$ cat src/sv/dhcm_pkg.sv
`timescale 1ns / 1ps
// dhcm_pkg: widths, constants, register codes and the hue ramp lookup
// shared by the depth-to-hue colour map unit and its channel interfaces.
package dhcm_pkg;

  localparam int unsigned DepthW = 16;
  localparam int unsigned ColW   = 8;
  localparam int unsigned HueW   = 11;                  // hue index 0..1529
  localparam int unsigned RemW   = DepthW + HueW;       // offset * 1529 fits
  localparam int unsigned CfgIdxW = 1;

  localparam logic [HueW-1:0] HueSpan = 11'd1529;
  localparam logic [HueW-1:0] Hue255  = 11'd255;
  localparam logic [HueW-1:0] Hue510  = 11'd510;
  localparam logic [HueW-1:0] Hue765  = 11'd765;
  localparam logic [HueW-1:0] Hue1020 = 11'd1020;
  localparam logic [HueW-1:0] Hue1275 = 11'd1275;

  localparam logic [DepthW-1:0] MinDepthRst = 16'd500;
  localparam logic [DepthW-1:0] MaxDepthRst = 16'd30000;

  localparam logic [ColW-1:0] ColFull = 8'd255;
  localparam logic [ColW-1:0] ColZero = 8'd0;

  typedef enum logic [CfgIdxW-1:0] {
    RegMinDepth = 1'b0,
    RegMaxDepth = 1'b1
  } cfg_reg_e;

  typedef struct packed {
    logic [ColW-1:0] red;
    logic [ColW-1:0] green;
    logic [ColW-1:0] blue;
  } rgb_t;

  // piecewise-linear hue ramp
  function automatic rgb_t hue_to_rgb(input logic [HueW-1:0] d);
    rgb_t c;
    logic [HueW-1:0] r_fall;
    logic [HueW-1:0] r_rise;
    logic [HueW-1:0] g_fall;
    logic [HueW-1:0] b_rise;
    logic [HueW-1:0] b_fall;
    r_fall = Hue510 - d;
    r_rise = d - Hue1020;
    g_fall = Hue765 - d;
    b_rise = d - Hue765;
    b_fall = HueSpan - d;

    if (d <= Hue255)       c.red = ColFull;
    else if (d <= Hue510)  c.red = r_fall[ColW-1:0];
    else if (d <= Hue1020) c.red = ColZero;
    else if (d <= Hue1275) c.red = r_rise[ColW-1:0];
    else                   c.red = ColFull;

    if (d <= Hue255)      c.green = d[ColW-1:0];
    else if (d <= Hue510) c.green = ColFull;
    else if (d <= Hue765) c.green = g_fall[ColW-1:0];
    else                  c.green = ColZero;

    if (d <= Hue765)       c.blue = ColZero;
    else if (d <= Hue1020) c.blue = b_rise[ColW-1:0];
    else if (d <= Hue1275) c.blue = ColFull;
    else                   c.blue = b_fall[ColW-1:0];
    return c;
  endfunction

endpackage

$ cat src/sv/dhcm_if.sv
`timescale 1ns / 1ps
// dhcm channel interfaces: depth pixel stream, rgb pixel stream and the
// configuration write channel. depends on dhcm_pkg.

interface dhcm_depth_if;
  logic                         valid;
  logic                         ready;
  logic [dhcm_pkg::DepthW-1:0]  depth;
  modport source (output valid, output depth, input ready);
  modport sink   (input valid, input depth, output ready);
endinterface

interface dhcm_rgb_if;
  logic                       valid;
  logic                       ready;
  logic [dhcm_pkg::ColW-1:0]  red;
  logic [dhcm_pkg::ColW-1:0]  green;
  logic [dhcm_pkg::ColW-1:0]  blue;
  modport source (output valid, output red, output green, output blue, input ready);
  modport sink   (input valid, input red, input green, input blue, output ready);
endinterface

interface dhcm_cfg_if;
  logic                          valid;
  logic                          ready;
  logic [dhcm_pkg::CfgIdxW-1:0]  index;
  logic [dhcm_pkg::DepthW-1:0]   data;
  modport source (output valid, output index, output data, input ready);
  modport sink   (input valid, input index, input data, output ready);
endinterface

$ cat src/sv/depth_to_hue_color_map_unit.sv
`timescale 1ns / 1ps
// depth_to_hue_color_map_unit: clamps each depth pixel, scales it to a hue
// index through a pipelined divider and maps it to rgb. depends on dhcm_pkg, dhcm_if.
//
//   channel  | dir | handshake    | payload
//   pix_i    | in  | valid/ready  | depth[15:0]
//   rgb_o    | out | valid/ready  | red[7:0], green[7:0], blue[7:0]
//   cfg_i    | in  | valid/ready  | index[0] (0 lower limit, 1 upper limit), data[15:0]
//
// one pixel per clock unless rgb_o stalls; 14 register stages from accept to rgb_o.valid:
// clamp, multiply by 1529, eleven restoring divide stages (one quotient bit each), colour map.
// reset sets the lower limit to 500 and the upper limit to 30000 and empties the pipeline.
// each stage holds while it is full and the one after it cannot move, so bubbles
// close up; pix_i.ready drops only when every stage is full and rgb_o is stalled.
// cfg_i is always ready.
module depth_to_hue_color_map_unit (
  input  logic       clk_i,
  input  logic       rst_ni,
  dhcm_depth_if.sink pix_i,
  dhcm_rgb_if.source rgb_o,
  dhcm_cfg_if.sink   cfg_i
);
  import dhcm_pkg::*;

  localparam int unsigned DivN  = HueW;          // one stage per quotient bit
  localparam int unsigned StgN  = DivN + 3;
  localparam int unsigned OutS  = StgN - 1;

  logic [DepthW-1:0] min_q, max_q;
  logic [DepthW-1:0] span_q, span_d;

  logic [StgN-1:0] valid_q;
  logic [StgN:0]   en;

  logic [DepthW-1:0] clamp_d, off_d, off_q;
  logic [RemW-1:0]   prod_q;
  logic [RemW-1:0]   rem_q [DivN];
  logic [HueW-1:0]   quo_q [DivN];
  rgb_t              rgb_q;
  logic              range_ok;

  // configuration registers
  assign cfg_i.ready = 1'b1;

  always_ff @(posedge clk_i or negedge rst_ni) begin
    if (!rst_ni) begin
      min_q <= MinDepthRst;
      max_q <= MaxDepthRst;
    end else if (cfg_i.valid) begin
      case (cfg_reg_e'(cfg_i.index))
        RegMinDepth: min_q <= cfg_i.data;
        RegMaxDepth: max_q <= cfg_i.data;
        default: ;
      endcase
    end
  end

  // divisor; an empty range gets an all-ones divisor so the zero offset divides to 0
  assign range_ok = max_q > min_q;
  assign span_d   = range_ok ? (max_q - min_q) : '1;

  always_ff @(posedge clk_i or negedge rst_ni) begin
    if (!rst_ni) begin
      span_q <= MaxDepthRst - MinDepthRst;
    end else begin
      span_q <= span_d;
    end
  end

  // stage enables, bubbles collapse
  always_comb begin
    en[StgN] = rgb_o.ready;
    for (int k = StgN - 1; k >= 0; k--) begin
      en[k] = !valid_q[k] || en[k+1];
    end
  end

  assign pix_i.ready = en[0];

  always_ff @(posedge clk_i or negedge rst_ni) begin
    if (!rst_ni) begin
      valid_q <= '0;
    end else begin
      if (en[0]) valid_q[0] <= pix_i.valid;
      for (int k = 1; k < StgN; k++) begin
        if (en[k]) valid_q[k] <= valid_q[k-1];
      end
    end
  end

  // clamp and offset
  always_comb begin
    clamp_d = (pix_i.depth > max_q) ? max_q : pix_i.depth;
    clamp_d = (clamp_d < min_q) ? min_q : clamp_d;
    off_d   = range_ok ? (clamp_d - min_q) : '0;
  end

  always_ff @(posedge clk_i) begin
    if (en[0]) off_q <= off_d;
  end

  // scale by hue span
  always_ff @(posedge clk_i) begin
    if (en[1]) prod_q <= RemW'(off_q) * RemW'(HueSpan);
  end

  // restoring divide, most significant quotient bit first
  for (genvar j = 0; j < DivN; j++) begin : g_div
    localparam int unsigned Sh = DivN - 1 - j;
    logic [RemW-1:0] rem_in;
    logic [HueW-1:0] quo_in;
    logic [RemW-1:0] trial;
    logic            take;

    if (j == 0) begin : g_first
      assign rem_in = prod_q;
      assign quo_in = '0;
    end else begin : g_next
      assign rem_in = rem_q[j-1];
      assign quo_in = quo_q[j-1];
    end

    assign trial = RemW'(span_q) << Sh;
    assign take  = rem_in >= trial;

    always_ff @(posedge clk_i) begin
      if (en[j+2]) begin
        rem_q[j] <= take ? (rem_in - trial) : rem_in;
        quo_q[j] <= {quo_in[HueW-2:0], take};
      end
    end
  end

  // colour map
  always_ff @(posedge clk_i) begin
    if (en[OutS]) rgb_q <= hue_to_rgb(quo_q[DivN-1]);
  end

  assign rgb_o.valid = valid_q[OutS];
  assign rgb_o.red   = rgb_q.red;
  assign rgb_o.green = rgb_q.green;
  assign rgb_o.blue  = rgb_q.blue;

endmodule
$ cat src/flat_wrapper.sv
// flat-port wrapper written by rule: the top's interface ports become plain ports
module depth_to_hue_color_map_unit_flat import dhcm_pkg::*;
  (clk_i, rst_ni, pix_i_valid, pix_i_depth, pix_i_ready, rgb_o_valid, rgb_o_red, rgb_o_green, rgb_o_blue, rgb_o_ready, cfg_i_valid, cfg_i_index, cfg_i_data, cfg_i_ready);
  dhcm_depth_if pix_i_i ();
  dhcm_rgb_if rgb_o_i ();
  dhcm_cfg_if cfg_i_i ();
  input  logic clk_i;
  input  logic rst_ni;
  input wire logic [$bits(pix_i_i.valid)-1:0] pix_i_valid;
  input wire logic [$bits(pix_i_i.depth)-1:0] pix_i_depth;
  output wire logic [$bits(pix_i_i.ready)-1:0] pix_i_ready;
  output wire logic [$bits(rgb_o_i.valid)-1:0] rgb_o_valid;
  output wire logic [$bits(rgb_o_i.red)-1:0] rgb_o_red;
  output wire logic [$bits(rgb_o_i.green)-1:0] rgb_o_green;
  output wire logic [$bits(rgb_o_i.blue)-1:0] rgb_o_blue;
  input wire logic [$bits(rgb_o_i.ready)-1:0] rgb_o_ready;
  input wire logic [$bits(cfg_i_i.valid)-1:0] cfg_i_valid;
  input wire logic [$bits(cfg_i_i.index)-1:0] cfg_i_index;
  input wire logic [$bits(cfg_i_i.data)-1:0] cfg_i_data;
  output wire logic [$bits(cfg_i_i.ready)-1:0] cfg_i_ready;
  assign pix_i_i.valid = pix_i_valid;
  assign pix_i_i.depth = pix_i_depth;
  assign pix_i_ready = pix_i_i.ready;
  assign rgb_o_valid = rgb_o_i.valid;
  assign rgb_o_red = rgb_o_i.red;
  assign rgb_o_green = rgb_o_i.green;
  assign rgb_o_blue = rgb_o_i.blue;
  assign rgb_o_i.ready = rgb_o_ready;
  assign cfg_i_i.valid = cfg_i_valid;
  assign cfg_i_i.index = cfg_i_index;
  assign cfg_i_i.data = cfg_i_data;
  assign cfg_i_ready = cfg_i_i.ready;
  depth_to_hue_color_map_unit u_core (.clk_i(clk_i), .rst_ni(rst_ni), .pix_i(pix_i_i), .rgb_o(rgb_o_i), .cfg_i(cfg_i_i));
endmodule
$ cat config.mk
export PLATFORM = sky130hd
export DESIGN_NAME = depth_to_hue_color_map_unit_flat
export DESIGN_NICKNAME = d
export VERILOG_FILES = /design/src/sv/dhcm_pkg.sv /design/src/sv/dhcm_if.sv /design/src/sv/depth_to_hue_color_map_unit.sv /design/src/flat_wrapper.sv
export SDC_FILE = /design/constraint.sdc
export NUM_CORES = 1
export LEC_CHECK = 0
export BUFFER_PORTS_ARGS = -buffer_cell sky130_fd_sc_hd__buf_2
export CORE_ASPECT_RATIO = 0.9
export CORE_UTILIZATION = 30
export CTS_CLUSTER_SIZE = 28
export DETAILED_ROUTE_END_ITERATION = 16
export SYNTH_ARGS = -nofsm -noshare
export SYNTH_HDL_FRONTEND = slang
export SYNTH_SLANG_ARGS = --single-unit
$ cat constraint.sdc
create_clock -name clk_i -period 5.8 [get_ports clk_i]
set_clock_uncertainty 0.05 [all_clocks]
set_input_delay 0.58 -clock clk_i [delete_from_list [all_inputs] [get_ports clk_i]]
set_output_delay 0.58 -clock clk_i [all_outputs]
set_load 0.1 [all_outputs]
==> impl_metrics.yaml <==
global_routing:
  grtUsageTotal: 0.145
  overflow: 0
  grt_pass1_vias: 22700
  grt_first_pass_wirelength_microns: 127000
  grt_max_degree: 63
  antenna_found_initial: 2
drt:
  drtPass1Iterations: 5
  met3_length_microns: 3410
  met1_length_microns: 37600
  wl_per_cell_microns: 17.3
  drt_iter0_drc: 1524
  ant_nets: 0
  drc: 0
  num_vias: 23500
  routed.top_layer: "met5"
  wl_microns: 81000
  wl_met2_microns: 37500
  post_drt_via_cell_ratio: 5.02
final_layout:
  fillers: 10600
  layout.nets: 3658
  diodes: 0
  syn2layout_area_growth_pct: 16.4
  drive_gt1_frac: 0.159
die:
  initial_core_util: 0.302
  core-area_sq_mm: 0.107
  die_y_microns: 314
  ioPinCount: 65
  fp.dieW_microns: 349
  rows: 114
  die_area_sq_mm: 0.110
clocking:
  cts_max_level: 2
  clk_latency_ps: 610
  cts_root_buf: "clkbuf_16"
  cts_tree: "done"
  cts_buffers: 46
  clkTransAtPathRegs_ps: 70
  cts_buffer_depth: 3
  clock_sinks: 465
flow_run:
  cap_viol_max_count: 0
sta:
  max_freq_ghz: 0.176
  rsz0062_at_grt: "true"
  worst_slack_ps: 112
  post-route-min-period_ps: 5690
  slew_viol_final: 0
  slew_headroom: 0.172
  setup_viol_count_final: 0
  worst_pin_slew_ps: 1240
  hold_viol_final: 0
  period_share: 0.981
critical_path:
  worstSetupPathType: "flip-flop to flip-flop"
  r2r_start: "u_core.max_q[13]"
  crit_path_end_kind: "flip-flop"
  worst-endpoint-arrival_ps: 6000
  r2r_slack_ps: 110
  cp_slowest_cell: "dfstp_2"
  reg2reg_depth: 30
  r2r-end: "u_core.off_q[12]"
  start_kind: "flip-flop"
  worst_ep_required_time_ps: 6120
  slowest_delay_ps: 560
  cp_max_fo: 8
synth:
  synthArstFlopShare: 0.133
  synthCells: 2987
  postSynthRegisterBits: 465
  synth-edff-count: 403
  yosysMostFrequentCell: "edfxtp_1"
  synth_top_cell_area_share: 0.373
  ys_warn_count: 0
  synth_area_leaders: "edfxtp_1 37%, ha_1 13%, fa_1 5.6%, dfrtp_1 3.1%, o21ai_0 3.0%"
  syn_nets: 3456
  synthTopCellsByCount: "403 x edfxtp_1, 340 x ha_1, 228 x inv_1, 211 x nand2_1, 192 x o21ai_0"
  synth_flop_cell: "edfxtp_1"
  ys_seq_area_frac: 0.421
  netlist_area_sq_mm: 0.0325
  synth.largest_area_cell: "edfxtp_1"
  synth.avg_cell_area_sq_um: 10.9
  synth_cell_types: 95
placed_design:
  pre_cts_ws_ps: -496
  place.gp.congestion: 0.881
  dp_hpwl_microns: 61500
  numPortBuffers: 63
worst_hold_path:
  min_path_type: "input pin to asynchronous set/reset pin"
status:
  status: "finished, final reports clean"
placed cells by master (no fill, tap or decap), types with 15 or more instances in the layout:
| master | netlist | layout |
|---|---|---|
| a31oi_1 | 19 | 18 |
| mux2_4 | 11 | 15 |
| edfxtp_1 | 403 | 403 |
| a21o_1 | 59 | 58 |
| nand2_1 | 211 | 205 |
| nand4_1 | 34 | 34 |
| nor2b_1 | 45 | 41 |
| o211ai_1 | 17 | 17 |
| xnor2_1 | 105 | 105 |
| o31a_1 | 19 | 19 |
| ha_1 | 340 | 321 |
| mux2i_1 | 20 | 19 |
| xor2_1 | 97 | 97 |
| mux2_2 | 76 | 72 |
| or3_1 | 22 | 22 |
| a211oi_1 | 31 | 30 |
| a21oi_1 | 174 | 168 |
| or4_1 | 16 | 15 |
| o21ai_0 | 192 | 172 |
| nor4_1 | 38 | 35 |
| inv_1 | 228 | 221 |
| o31ai_1 | 22 | 20 |
| o21a_1 | 51 | 51 |
| nand2b_1 | 46 | 46 |
| nor2_1 | 175 | 171 |
| o21bai_1 | 16 | 15 |
| fa_1 | 91 | 90 |
| buf_2 | 7 | 63 |
| dfrtp_1 | 40 | 40 |
| clkbuf_16 | 0 | 47 |
| nand3_1 | 51 | 49 |
| nor3_1 | 75 | 72 |
| or2_2 | 15 | 15 |
| buf_4 | 4 | 133 |
| ha_4 | 0 | 15 |
| and3_1 | 18 | 18 |
| dfstp_2 | 22 | 22 |
state kept, by name, summed over array words and instances (netlist names):
| name | cells |
|---|---|
| u_core.g_div.rem_in | 27 |
| u_core.min_q | 16 |
| u_core.rgb_o.red | 8 |
| u_core.valid_q | 14 |
| u_core.rgb_o.blue | 8 |
| u_core.span_q | 16 |
| u_core.max_q | 16 |
| u_core.rgb_o.green | 8 |
| u_core.rem_q | 270 |
| u_core.off_q | 16 |
| u_core.quo_q | 66 |
what timing repair did:
item                                   in CTS  in global routing
setup endpoints to repair                   7                 12
gates resized for setup                    39                108
endpoints found under the hold margin       0                  0
buffers inserted                            5                 27
pin swaps                                  21                 40
hold buffers                                0                  0
metrics by stage:
step,hold WS [ps],util,instances,instance area [sq um],TNS (ps)
2_1_floorplan,234,-,2987,32500,0
3_3_place_gp,351,0.328,4561,35200,-2280
3_5_place_dp,355,0.328,4561,35200,-2490
4_1_cts,125,0.345,4651,37000,0
5_1_grt,160,0.352,4676,37800,-294
6_report,100,0.352,4676,37800,0
how the worst max path moves through the flow:
stage / startpoint / to / slack (ps) / cells past startpoint
floorplan: pix_i_depth[5] / u_core.off_q[15] / 1 / 27
global placement: pix_i_depth[5] / u_core.off_q[14] / -500 / 30
detailed placement: pix_i_depth[5] / u_core.off_q[14] / -500 / 30
CTS: u_core.max_q[4] / u_core.off_q[12] / 6 / 30
global route: u_core.max_q[5] / u_core.off_q[12] / -80 / 31
finish: u_core.max_q[13] / u_core.off_q[12] / 110 / 30
area by class of cell:
cell class	instances	area [sq um]	share of cell area
clock buffer	60	1250	0.0332
sequential	465	13700	0.362
clock inverter	25	404	0.0107
inverter	231	872	0.0231
tap	1450	1810	0.0480
timing repair buffer	205	1450	0.0383
multi-input combinational	2240	18300	0.485
per-layer routing:
layer  vias up  GRT usage
li1      11500          -
met4         2     0.0450
met5         -          0
met1     11300      0.199
met2       526      0.239
met3       123     0.0181
worst max-delay path, delay by kind of cell, from the launching register on:
kind                       cells  cell delay [ps]
AOI/OAI and AO/OA              9             1750
and+or+nand+nor                9             1230
adders and majority gates      4              870
buffers and inverters          6              620
DFF                            1              560
muxes                          1              200
xor gates and xnor gates       1              150
logic make-up after synthesis:
logic type	after synthesis	share of synthesized area
simple gates	792	0.122
compound gates	701	0.140
flops	465	0.421
fa+ha+maj	431	0.187
buf+inv	282	0.0350
xor+xnor	202	0.0545
mux	113	0.0397
other cells	1	0.000115
Power is not shown: default switching activity piles up to over one toggle a cycle in this logic, so the estimate is an artifact.
